`config.mk`:
```
export PLATFORM = sky130hd
export DESIGN_NAME = sca_ctrl
export DESIGN_NICKNAME = d
export VERILOG_FILES = /design/src/sca_pkg.sv /design/src/sca_ctrl.sv
export SDC_FILE = /design/constraint.sdc
export NUM_CORES = 1
export LEC_CHECK = 0
export ABC_AREA = 1
export BUFFER_PORTS_ARGS = -buffer_cell sky130_fd_sc_hd__buf_4
export CORE_MARGIN = 1
export CORE_UTILIZATION = 47
export DETAILED_ROUTE_END_ITERATION = 16
export HOLD_SLACK_MARGIN = 0.02
export PLACE_DENSITY = 0.86
export SLEW_MARGIN = 20
export SYNTH_ARGS = -nofsm -noshare
export SYNTH_HDL_FRONTEND = slang
export SYNTH_SLANG_ARGS = --single-unit
```
`constraint.sdc`:
```
create_clock -name i_clk -period 1.29 [get_ports i_clk]
set_input_delay 0.1935 -clock i_clk [delete_from_list [all_inputs] [get_ports i_clk]]
set_output_delay 0.1935 -clock i_clk [all_outputs]
set_load 0.02 [all_outputs]
```
`src/sca_pkg.sv`:
```
// Shared constants, types and codes of the slab chunk allocator.
package sca_pkg;

    localparam int PAGE_BYTES          = 65536;
    localparam int POOL_PAGES          = 64;
    localparam int CLASSES             = 32;
    localparam int CHUNKS_PER_PAGE_MAX = 1024;
    localparam int ALIGN_BYTES         = 8;

    localparam int PAGE_W   = $clog2(PAGE_BYTES);
    localparam int SIZE_W   = PAGE_W + 1;
    localparam int PG_W     = $clog2(POOL_PAGES);
    localparam int PGC_W    = $clog2(POOL_PAGES + 1);
    localparam int IDX_W    = $clog2(CHUNKS_PER_PAGE_MAX);
    localparam int PER_W    = $clog2(CHUNKS_PER_PAGE_MAX + 1);
    localparam int ID_W     = PG_W + IDX_W;
    localparam int CLS_W    = 5;
    localparam int CNT_W    = 17;
    localparam int ADDR_W   = 22;
    localparam int REQ_W    = 17;
    localparam int HDR_W    = 9;
    localparam int PAY_W    = 13;
    localparam int GF_W     = 11;
    localparam int TOT_W    = REQ_W + 1;
    localparam int RS_W     = SIZE_W + GF_W - 8;
    localparam int PROD_W   = RS_W + GF_W;
    localparam int USED_W   = 11;
    localparam int CFG_W    = 13;
    localparam int CFGI_W   = 2;
    localparam int DIV_W    = SIZE_W;
    localparam int ALIGN_W  = $clog2(ALIGN_BYTES);

    localparam logic [CFGI_W-1:0] CFG_CHUNK_PAYLOAD = 2'd0;
    localparam logic [CFGI_W-1:0] CFG_HEADER        = 2'd1;
    localparam logic [CFGI_W-1:0] CFG_GROWTH        = 2'd2;

    localparam logic [PAY_W-1:0] PAYLOAD_RESET = 13'd48;
    localparam logic [HDR_W-1:0] HEADER_RESET  = 9'd16;
    localparam logic [GF_W-1:0]  GROWTH_RESET  = 11'd320;

    localparam logic [CNT_W-1:0] COUNT_MAX = '1;

    typedef enum logic [1:0] {
        ST_OK        = 2'd0,
        ST_NO_CLASS  = 2'd1,
        ST_EXHAUSTED = 2'd2,
        ST_BAD_FREE  = 2'd3
    } t_status;

    typedef enum logic [4:0] {
        S_RB_INIT, S_RB_MUL, S_RB_CMP, S_RB_DIV, S_RB_END,
        S_IDLE, S_SRCH,
        S_A_SEL, S_A_POP, S_A_STK, S_A_CLAIM, S_A_CARVE,
        S_A_USE_RD, S_A_USE_WR, S_A_ADDR,
        S_F_CHK0, S_F_DIV, S_F_CHK1, S_F_PUSH,
        S_P_INIT, S_P_RD, S_P_ST, S_P_END,
        S_FIN
    } t_state;

    typedef struct packed {
        t_state step;
        logic   accept;
        logic   div_start;
        logic   out_load;
    } t_cmd;

    typedef struct packed {
        logic cfg_write;
        logic rb_stop;
        logic div_done;
        logic hit;
        logic miss;
        logic is_free;
        logic cnt_nz;
        logic cur_valid;
        logic stk_nz;
        logic fresh_ok;
        logic addr_low;
        logic free_bad;
        logic page_empty;
        logic walk_last;
        logic out_busy;
    } t_sts;

endpackage

```
`src/sca_ctrl.sv`:
```
// Sequencer of the allocator: rebuild, class search, alloc, free and purge steps.
module sca_ctrl (
    input  logic          i_clk,
    input  logic          i_rst_n,
    input  logic          i_valid,
    input  sca_pkg::t_sts i_sts,
    output logic          o_stall,
    output sca_pkg::t_cmd o_cmd
);
    sca_pkg::t_state r_state, n_state;

    always_ff @(posedge i_clk) begin
        if (!i_rst_n) begin
            r_state <= sca_pkg::S_RB_INIT;
        end else begin
            r_state <= n_state;
        end
    end

    always_comb begin
        n_state         = r_state;
        o_cmd.step      = r_state;
        o_cmd.accept    = 1'b0;
        o_cmd.div_start = 1'b0;
        o_cmd.out_load  = 1'b0;
        unique case (r_state)
            sca_pkg::S_RB_INIT: n_state = sca_pkg::S_RB_MUL;
            sca_pkg::S_RB_MUL:  n_state = sca_pkg::S_RB_CMP;
            sca_pkg::S_RB_CMP: begin
                if (i_sts.rb_stop) begin
                    n_state = sca_pkg::S_RB_END;
                end else begin
                    o_cmd.div_start = 1'b1;
                    n_state         = sca_pkg::S_RB_DIV;
                end
            end
            sca_pkg::S_RB_DIV: if (i_sts.div_done) n_state = sca_pkg::S_RB_MUL;
            sca_pkg::S_RB_END: n_state = sca_pkg::S_IDLE;
            sca_pkg::S_IDLE: begin
                if (i_valid) begin
                    o_cmd.accept = 1'b1;
                    n_state      = sca_pkg::S_SRCH;
                end
            end
            sca_pkg::S_SRCH: begin
                if (i_sts.hit) begin
                    n_state = i_sts.is_free ? sca_pkg::S_F_CHK0 : sca_pkg::S_A_SEL;
                end else if (i_sts.miss) begin
                    n_state = sca_pkg::S_FIN;
                end
            end
            sca_pkg::S_A_SEL: begin
                priority if (i_sts.cnt_nz)    n_state = sca_pkg::S_A_POP;
                else if (i_sts.cur_valid)     n_state = sca_pkg::S_A_CARVE;
                else if (i_sts.stk_nz)        n_state = sca_pkg::S_A_STK;
                else if (i_sts.fresh_ok)      n_state = sca_pkg::S_A_CLAIM;
                else                          n_state = sca_pkg::S_FIN;
            end
            sca_pkg::S_A_POP:    n_state = sca_pkg::S_A_USE_RD;
            sca_pkg::S_A_STK:    n_state = sca_pkg::S_A_CLAIM;
            sca_pkg::S_A_CLAIM:  n_state = sca_pkg::S_A_CARVE;
            sca_pkg::S_A_CARVE:  n_state = sca_pkg::S_A_USE_RD;
            sca_pkg::S_A_USE_RD: n_state = sca_pkg::S_A_USE_WR;
            sca_pkg::S_A_USE_WR: n_state = sca_pkg::S_A_ADDR;
            sca_pkg::S_A_ADDR:   n_state = sca_pkg::S_FIN;
            sca_pkg::S_F_CHK0: begin
                if (i_sts.addr_low) begin
                    n_state = sca_pkg::S_FIN;
                end else begin
                    o_cmd.div_start = 1'b1;
                    n_state         = sca_pkg::S_F_DIV;
                end
            end
            sca_pkg::S_F_DIV:  if (i_sts.div_done) n_state = sca_pkg::S_F_CHK1;
            sca_pkg::S_F_CHK1: n_state = i_sts.free_bad ? sca_pkg::S_FIN : sca_pkg::S_F_PUSH;
            sca_pkg::S_F_PUSH: n_state = i_sts.page_empty ? sca_pkg::S_P_INIT : sca_pkg::S_FIN;
            sca_pkg::S_P_INIT: n_state = sca_pkg::S_P_RD;
            sca_pkg::S_P_RD:   n_state = sca_pkg::S_P_ST;
            sca_pkg::S_P_ST:   n_state = i_sts.walk_last ? sca_pkg::S_P_END : sca_pkg::S_P_RD;
            sca_pkg::S_P_END:  n_state = sca_pkg::S_FIN;
            sca_pkg::S_FIN: begin
                if (!i_sts.out_busy) begin
                    o_cmd.out_load = 1'b1;
                    n_state        = sca_pkg::S_IDLE;
                end
            end
            default: n_state = sca_pkg::S_RB_INIT;
        endcase
        // a register write restarts the table build from any state
        if (i_sts.cfg_write) begin
            n_state = sca_pkg::S_RB_INIT;
        end
    end

    assign o_stall = (r_state != sca_pkg::S_IDLE);

endmodule

```
==> results of run 1 <==
==> cell families after synthesis <==
group,Yosys count,synth area share
buf+inv,19,0.122
compound gates,16,0.127
simple gates,101,0.610
flops,5,0.141
==> synthesized netlist by cell type <==
cell type | count | share of area
a31oi_1 | 1 | 0.0088
dfxtp_1 | 5 | 0.14
nor3_1 | 5 | 0.035
buf_6 | 2 | 0.032
nand2_2 | 3 | 0.026
inv_2 | 4 | 0.021
nor2_2 | 3 | 0.026
a21oi_1 | 6 | 0.042
nor2_1 | 24 | 0.13
nand3_1 | 20 | 0.14
nor2_4 | 1 | 0.016
inv_1 | 13 | 0.069
o21ai_0 | 5 | 0.035
nand2_1 | 45 | 0.24
o21bai_1 | 2 | 0.021
a41oi_1 | 1 | 0.012
o21ai_1 | 1 | 0.0070
==> routing by layer <==
layer | overflow | global-route usage
met3 | 0 | 0.429
met5 | 0 | 0
met1 | 0 | 0.685
met2 | 2 | 0.898
met4 | 1 | 0.725
==> metrics by stage <==
step | cells | area (um2) | setup WS [ns] | utilization
global placement | 195 | 1040 | -0.157 | 0.771
detailed placement | 195 | 1040 | -0.138 | 0.771
CTS | 213 | 1270 | -0.110 | 0.940
floorplan | 141 | 737 | 0.000965 | -
==> what timing repair did <==
| action | 4_1_cts |
|---|---|
| endpoints found under the setup margin | 8 |
| buffers inserted | 14 |
| gates resized for setup | 30 |
| gates cloned | 0 |
| pin swaps | 8 |
| endpoints found under the hold margin | 0 |
==> metrics.md, run 1 <==
| Metric | Value |
|---|---|
| Status | `did not finish` |
| Failing step | `global routing` |
| Run Error | `[ERROR GRT-0116] Global routing finished with congestion. Check the congestion regions in the DRC Viewer.` |
| Clock Path Buffers | `2` |
| H-Tree Depth | `1` |
| Count of state elements after synthesis | `5` |
| Yosys warns | `0` |
| First-pass GRT wire length | `7320 um` |
| Dpl hpwl | `between 2000 and 2500 um` |
| Row count | `13` |
| RD Place Congestion | `1.06` |
| Synthesized area | `between 700 and 800 um2` |
| Starting density of the core | `0.525` |
| I/O pins | `27` |
| Cts bufs inserted | `3` |
| Vias in the first global route | `approximately 1500` |
| Die width | `approximately 40 um` |
| Overflow after GRT | `3` |
| TritonCTS Sinks | `5` |
| Register area share after synthesis | `0.141` |
| Hold Buf Count CTS | `0` |
| CTS root buffer | `clkbuf_4` |
| Chip height | `approximately 41 um` |
| Pin count of the biggest net entering global routing | `9` |
| GRT Total Usage | `0.680` |
| Synth unique cells | `17` |
| Port bufs | `26` |
| Mapped Avg Cell Area | `roughly 5 um2` |
| Syn nets | `between 150 and 200` |
| Post-synthesis cell count | `between 100 and 150` |
==> run 2: changes to the inputs <==
--- a/config.mk
+++ b/config.mk
@@ -7,11 +7,10 @@
 export LEC_CHECK = 0
 export ABC_AREA = 1
 export BUFFER_PORTS_ARGS = -buffer_cell sky130_fd_sc_hd__buf_4
-export CORE_MARGIN = 1
-export CORE_UTILIZATION = 47
+export CORE_AREA = 2 2 63 65
 export DETAILED_ROUTE_END_ITERATION = 16
-export HOLD_SLACK_MARGIN = 0.02
-export PLACE_DENSITY = 0.86
+export DIE_AREA = 0 0 65 67
+export PLACE_DENSITY_LB_ADDON = 0.15
 export SLEW_MARGIN = 20
 export SYNTH_ARGS = -nofsm -noshare
 export SYNTH_HDL_FRONTEND = slang
==> run 2 against run 1 <==
  * The flow now finishes, with violations (negative setup slack)
  * Area after synthesis stayed put
  * Synthesized cell count stayed put
==> metrics.md, run 2 <==
| Metric | Value |
|---|---|
| Status | `complete, but fails checks` |
| Failing checks | `negative setup slack` |
| Pin count of the biggest net entering global routing | `10` |
| Row count | `22 (+9)` |
| Number of synthesized flops with an enable pin | `0 (unchanged)` |
| Synth area leaders | `nand2_1, dfxtp_1, nand3_1, nor2_1, inv_1` |
| Crit Path Category | `flip-flop to primary output` |
| Async set-or-reset flop fraction in the synthesized netlist | `0 (unchanged)` |
| I/O pins | `27 (unchanged)` |
| 1st-pass router iterations | `4` |
| First-pass GRT wire length | `4890 um` |
| GRT Total Usage | `0.142` |
| Hold Buf Count CTS | `0 (unchanged)` |
| Fin. max-slew vios | `0` |
| DRT antenna net count | `0` |
| H-Tree Depth | `1 (unchanged)` |
| Cts bufs inserted | `3 (unchanged)` |
| Xor/xnor cell area share of the yosys netlist | `0 (unchanged)` |
| Final nets | `around 230` |
| Final TNS setup | `-0.766 ns` |
| Maximum achievable frequency | `between 600 and 700 MHz` |
| Syn nets | `159 (unchanged)` |
| Die width | `65 um (+59%)` |
| Via/cell ratio | `between 4 and 5` |
| CORE AREA | `roughly 0.0036 mm2` |
| Worst Tran Pin Value | `between 0.2 and 0.3 ns` |
| Area leader, netlist | `nand2_1` |
| Fraction of final layout cells sized beyond drive strength 1 | `0.549` |
| Most frequent cell after synthesis | `nand2_1` |
| Initial DRC Count | `37` |
| Max Fanout on Critical Path | `6` |
| Post-Synth Simple-Gate Area | `0.610 (unchanged)` |
| Post-Synth Adder-Cell Area | `0 (unchanged)` |
| CP Launch Type | `flip-flop` |
| Clock Path Buffers | `2 (unchanged)` |
| Max reg flops | `5` |
| Yosys warns | `0 (unchanged)` |
| Main combinational cell family by area after synthesis | `simple AND/OR/NAND/NOR gates` |
| Tcrit/Tclk final | `1.12` |
| Number of antenna violations at the first check in global routing | `0` |
| Worst hold path class | `input port to flip-flop` |
| Highest ir drop seen on vdd | `between 0.15 and 0.2 mV` |
| Mapped Avg Cell Area | `5.03 um2 (unchanged)` |
| Port bufs | `26 (unchanged)` |
| RSZ-0062 raised after global routing | `yes` |
| Total of max-cap violations | `0` |
| DR DRC count | `0` |
| Final min period | `1.45 ns` |
| Top cells by count, synth | `nand2_1, nor2_1, nand3_1` |
| Arr. time, crit path | `1.25 ns` |
| Crit. End Element | `primary output` |
| # setup viols final | `8` |
| Register area share after synthesis | `0.141 (unchanged)` |
| Clk Latency, worst-skew pair | `between 0.2 and 0.25 ns` |
| Overflow after GRT | `0` |
| Commonest non-fill, non-tap cells in the layout | `buf_4, nand2_1, nor2_1` |
| Clock Pin Slew Worst Setup and Hold Paths | `0.04 ns` |
| Synth unique cells | `17 (unchanged)` |
| Diode count | `0` |
| Multiplexer share of the synthesized area | `0 (unchanged)` |
| Post-synthesis cell count | `141 (unchanged)` |
| WL/cell | `between 10 and 15 um` |
| Fin worst setup slack | `-0.158 ns` |
| Hold WS | `approximately 0.38 ns` |
| Largest register by flop count | `r_state` |
| Synth-to-Final Area Change | `113%` |
| Normalized max-slew margin | `0.815` |
| Total Wirelength | `roughly 3300 um` |
| Fin area | `0.00151 mm2` |
| Synthesized area | `709 um2 (unchanged)` |
| TritonCTS Sinks | `5 (unchanged)` |
| Hold Vio Cnt, Final | `0` |
| Compound-Gate Fraction of Synth Area | `0.127 (unchanged)` |
| FF-to-FF setup slack | `-0.12 ns` |
| Static Leak | `0.773 nW` |
| CTS tree | `built` |
| Vias in the first global route | `~1100` |
| Die area | `0.00436 mm2` |
| Req. time, crit path | `roughly 1.1 ns` |
| Commonest non-fill, non-tap cell in the layout | `buf_4` |
| Largest regs | `r_state x5` |
| Starting density of the core | `0.197 (-0.329)` |
| Worst Skew | `around 0.0031 ns` |
| Chip height | `67 um (+64%)` |
| Count of state elements after synthesis | `5 (unchanged)` |
| Top cell type's share of synthesized area | `0.238 (unchanged)` |
| Placed Area | `0.00111 mm2 (+6.9%)` |
| Via count | `roughly 1200` |
| Dpl hpwl | `2340 um (+14%)` |
| RD Place Congestion | `0.908 (-14%)` |
| Top FF cell, synth | `dfxtp_1` |
| PwrDens | `between 400 and 500 mW/mm2` |
| CTS root buffer | `clkbuf_8` |
| Filler cells | `about 370` |
-- run 2: report_power, final --
part	internal (mW)	switching [mW]
Sequential	0.151	0.00855
Combinational	0.0817	0.0783
Clock	0.212	0.0755
Total	0.445	0.162
-- run 2: per-layer routing --
layer,share of wire,wire length (um),GRT usage,up-vias
li1,-,-,-,593
met2,0.53,1720,0.284,52
met3,0.067,219,0.0152,14
met5,0,0,0,-
met1,0.37,1210,0.154,516
met4,0.038,123,0.0452,0
-- run 2: cell type report --
| cell class | count | area [um2] | area share |
|---|---|---|---|
| Multi-Input combinational cell | 117 | 692 | 0.457 |
| Timing Repair Buffer | 63 | 515 | 0.340 |
| Sequential cell | 5 | 119 | 0.0785 |
| Inverter | 17 | 82.6 | 0.0545 |
| Tap cell | 48 | 60.1 | 0.0397 |
| Clock buffer | 4 | 45.0 | 0.0298 |
-- run 2: path summary, 6_finish.rpt --
kind / start / endpoint / depth (start not counted)
setup / recovery: r_state[4] / o_cmd[1] / 5
hold reg to reg: r_state[1] / r_state[1] / 3
setup reg to reg: r_state[1] / r_state[0] / 11
hold / removal: i_sts[9] / r_state[3] / 3
-- run 2: repair_timing --
item,CTS,global route
pin swaps,5,17
setup endpoints to repair,9,9
buffers inserted,13,5
gates resized for setup,38,27
-- run 2: per-stage QoR --
| stage | power [mW] | setup slack (ns) | util | std cells |
|---|---|---|---|---|
| 6_report | 0.607 | -0.158 | 0.420 | 254 |
| 5_1_grt | 0.638 | -0.197 | 0.420 | 254 |
| 4_1_cts | 0.604 | -0.126 | 0.382 | 249 |
| 3_5_place_dp | 0.301 | -0.189 | 0.308 | 232 |
| 3_3_place_gp | 0.301 | -0.197 | 0.308 | 232 |
| 2_1_floorplan | 0.222 | 0.000965 | - | 141 |
-- run 2: worst max-delay path: stages, from the launching register on --
cell     delay [ns]
dfxtp_4        0.37
buf_2          0.16
nor2_4         0.15
nand2_2        0.09
o21ai_2        0.13
buf_6          0.13
-- run 2: logic make-up (layout without fill, tap and decap cells) --
| family | after synthesis | count (layout) |
|---|---|---|
| compound gates | 16 | 16 |
| buf+inv | 19 | 84 |
| flops | 5 | 5 |
| simple gates | 101 | 101 |
Power figures use the tool's default switching activity.
==> run 3: changes to the inputs <==
--- a/config.mk
+++ b/config.mk
@@ -5,8 +5,9 @@
 export SDC_FILE = /design/constraint.sdc
 export NUM_CORES = 1
 export LEC_CHECK = 0
-export ABC_AREA = 1
 export BUFFER_PORTS_ARGS = -buffer_cell sky130_fd_sc_hd__buf_4
+export CELL_PAD_IN_SITES_DETAIL_PLACEMENT = 1
+export CELL_PAD_IN_SITES_GLOBAL_PLACEMENT = 1
 export CORE_AREA = 2 2 63 65
 export DETAILED_ROUTE_END_ITERATION = 16
 export DIE_AREA = 0 0 65 67
==> run 3 against run 2 <==
  * The run still ends with negative setup slack left
  * Global-route usage up 2.5 points
  * Flip-flop and latch count unchanged
  * Core utilization down 1.4 points
  * Wire length grew 3.7%
  * Area after synthesis is 5.3% lower
  * Final area decreased by 3.4%
  * Setup slack worse by 0.19 ns
  * Via count is 11% lower
  * Critical path type unchanged
==> metrics.md, run 3 <==
| Metric | Value |
|---|---|
| Commonest non-fill, non-tap cell in the layout | `buf_4` |
| Syn nets | `118 (-26%)` |
| Chip height | `67 um (unchanged)` |
| Vias in the first global route | `1109 (-3.2%)` |
| Synth area leaders | `dfxtp_1, a21oi_1, nand2b_1, nor3_1, nor2b_1` |
| Maximum achievable frequency | `612 MHz (-11%)` |
| Largest regs | `r_state x5` |
| Crit. End Element | `primary output` |
| CTS root buffer | `clkbuf_8` |
| Row count | `22 (unchanged)` |
| Starting density of the core | `0.186 (-0.0104)` |
| CTS tree | `built` |
| Worst hold path startpoint | `i_rst_n` |
| Register area share after synthesis | `0.149 (+0.00788)` |
| Clock Pin Slew Worst Setup and Hold Paths | `0.03 ns (about the same)` |
| Crit Path Category | `flip-flop to primary output` |
| Cts bufs inserted | `3 (unchanged)` |
| RSZ-0062 raised after global routing | `yes` |
| 1st-pass router iterations | `4 (unchanged)` |
| Normalized max-slew margin | `0.724 (-0.0912)` |
| Static Leak | `0.609 nW (-21%)` |
| Overflow after GRT | `0 (unchanged)` |
| DR DRC count | `0 (unchanged)` |
| Worst hold stages | `3 (unchanged)` |
| Via count | `1050 (-11%)` |
| CORE AREA | `0.00361 mm2 (unchanged)` |
| Most frequent cell after synthesis | `a21oi_1` |
| CP Launch Type | `flip-flop` |
| Commonest non-fill, non-tap cells in the layout | `buf_4, buf_6, a21oi_1` |
| Switching Share | `0.286 (+0.0189)` |
| P_sw | `209 uW (+28%)` |
| Fin worst setup slack | `-0.345 ns (-0.187 ns)` |
| First-pass GRT wire length | `5440 um (+11%)` |
| Hold WS | `0.347 ns (-0.0343 ns)` |
| FF-to-FF setup slack | `-0.33 ns (-0.21 ns)` |
| TritonCTS Sinks | `5 (unchanged)` |
| Top cells by count, synth | `a21oi_1, nand2b_1, nor3_1` |
| Hold Vio Cnt, Final | `0 (unchanged)` |
| Port bufs | `26 (unchanged)` |
| Worst slack at placement | `-0.350 ns (-0.162 ns)` |
| GRT Total Usage | `0.167 (+0.0248)` |
| RD Place Congestion | `0.803 (-12%)` |
| Max reg flops | `5 (unchanged)` |
| WL/cell | `16.0 um (+24%)` |
| Diode count | `0 (unchanged)` |
| # setup viols final | `10 (+2)` |
| Failing checks | `negative setup slack` |
| Largest register by flop count | `r_state` |
| Final min period | `1.63 ns (+0.187 ns)` |
| Area leader, netlist | `dfxtp_1` |
| Placed Area | `0.00117 mm2 (+5.6%)` |
| Total Wirelength | `3390 um (+3.7%)` |
| Pwr Total | `729 uW (+20%)` |
| Async set-or-reset flop fraction in the synthesized netlist | `0 (unchanged)` |
| Total of max-cap violations | `0 (unchanged)` |
| I/O pins | `27 (unchanged)` |
| Max incr delay on CP | `0.35 ns (-0.02 ns)` |
| Worst Skew | `0.00341 ns (+0.000285 ns)` |
| Synthesized area | `672 um2 (-5.3%)` |
| Final Core Density | `0.406 (-0.0142)` |
| Top cell type's share of synthesized area | `0.149 (-0.0891)` |
| Arr. time, crit path | `1.44 ns (+0.19 ns)` |
| Yosys warns | `0 (unchanged)` |
| Synth unique cells | `37 (+20)` |
| Mapped Avg Cell Area | `6.72 um2 (+34%)` |
| Initial DRC Count | `54 (+46%)` |
| Pin count of the biggest net entering global routing | `13 (+3)` |
| Clk Latency, worst-skew pair | `0.22 ns (about the same)` |
| Worst path slowest cell | `dfxtp_4` |
| Req. time, crit path | `1.10 ns (about the same)` |
| Fin area | `0.00146 mm2 (-3.4%)` |
| Seq pwr share | `0.224 (-0.039)` |
| Hold Buf Count CTS | `0 (unchanged)` |
| Reg2Reg Launch Point | `r_state[0]` |
| Number of antenna violations at the first check in global routing | `0 (unchanged)` |
| Top FF cell, synth | `dfxtp_1` |
| DRT antenna net count | `0 (unchanged)` |
| Internal power | `520 uW (+17%)` |
| Reg-to-reg endpoint | `r_state[4]` |
| Status | `complete, but fails checks` |
| Clock Path Buffers | `2 (unchanged)` |
| Post-synthesis cell count | `100 (-29%)` |
| Worst Tran Pin Value | `0.410 ns (+0.134 ns)` |
| Dpl hpwl | `2340 um (+0.31%)` |
| Synth-to-Final Area Change | `118%` |
| Die area | `0.00436 mm2 (unchanged)` |
| PwrDens | `498 mW/mm2 (+24%)` |
| Die width | `65 um (unchanged)` |
| Count of state elements after synthesis | `5 (unchanged)` |
| Clock group share of total power | `0.405 (-0.069)` |
| H-Tree Depth | `1 (unchanged)` |
| Worst hold path class | `input port to flip-flop` |
| Via/cell ratio | `4.95 (+7.1%)` |
| Worst R2R Path Depth | `5 (-6)` |
| Filler cells | `442 (+19%)` |
| Combinational share of power | `0.371 (+0.108)` |
| Highest ir drop seen on vdd | `0.247 mV (+50%)` |
| Final nets | `183 (-19%)` |
| Fraction of final layout cells sized beyond drive strength 1 | `0.622 (+0.0734)` |
| Number of synthesized flops with an enable pin | `0 (unchanged)` |
| Fin. max-slew vios | `0 (unchanged)` |
| Tcrit/Tclk final | `1.27 (+0.145)` |
| Max Fanout on Critical Path | `6 (unchanged)` |
| Worst Hold Endpoint | `r_state[3]` |
| CP cell instances | `buf_8 -> or2_4 -> nor3_2 -> nand2_1 -> o41ai_4 -> buf_4` |
==> run 3: cell types whose count changed after synthesis, moves of 6 or more <==
cell | before | now
nor2_1 | 24 | 6
nor2b_1 | 0 | 6
inv_1 | 13 | 4
nand2_1 | 45 | 7
nand3_1 | 20 | 1
nand2b_1 | 0 | 8
a21oi_1 | 6 | 12
==> run 3: final cells by class <==
cell class,instances,area [um2],share of cell area
repair buffers,67,574,0.393
multi-input cells,84,649,0.444
clock buffers,4,45.0,0.0308
well taps,48,60.1,0.0411
inverters,4,15.0,0.0103
flip-flops and latches,5,119,0.0813
==> run 3: power groups by stage <==
stage          Clock [mW]  Combinational, mW  Sequential (mW)
3_5_place_dp            0              0.206            0.165
6_report            0.295              0.271            0.163
2_1_floorplan           0             0.0928            0.169
4_1_cts             0.301              0.249            0.163
5_1_grt             0.318              0.290            0.164
3_3_place_gp            0              0.202            0.164
==> run 3: cell families after synthesis <==
family	share of synthesized area
simple gates	0.423
compound gates	0.354
buf+inv	0.0745
flops	0.149
==> run 3: worst max path at each step <==
stage	to	from	cells after the start	slack [ns]
4_1_cts	o_cmd[1]	r_state[3]	5	-0.35
6_report	o_cmd[1]	r_state[4]	6	-0.34
3_3_place_gp	r_state[4]	i_sts[5]	6	-0.36
5_1_grt	o_cmd[1]	r_state[4]	6	-0.41
2_1_floorplan	r_state[0]	r_state[4]	5	-0.21
3_5_place_dp	r_state[4]	i_sts[5]	6	-0.35
==> run 3: critical path: cells and delay by family, from the launching register on <==
family	cells	cell delay [ns]
flip-flops	1	0.35
buffers and inverters	2	0.31
AND/OR/NAND/NOR	3	0.47
AO/OA/AOI/OAI	1	0.08
==> run 3: stage by stage <==
step                      setup TNS, ns  std cells
final                             -2.36        212
after global placement            -1.78        196
after floorplan                  -0.922        100
after global routing              -3.02        212
after CTS                         -2.27        208
after detailed placement          -1.83        196
==> run 3: routing by layer <==
metal,GRT usage,routed length (um),vias to the layer above
li1,-,-,503
met4,0.0612,57,0
met1,0.190,1390,515
met5,0,0,-
met2,0.307,1790,26
met3,0.0321,154,6
==> run 3: what timing repair did <==
item,4_1_cts,5_1_grt
resized for setup,27,14
setup buffers,8,4
setup endpoints to repair,9,11
pin swaps,5,8
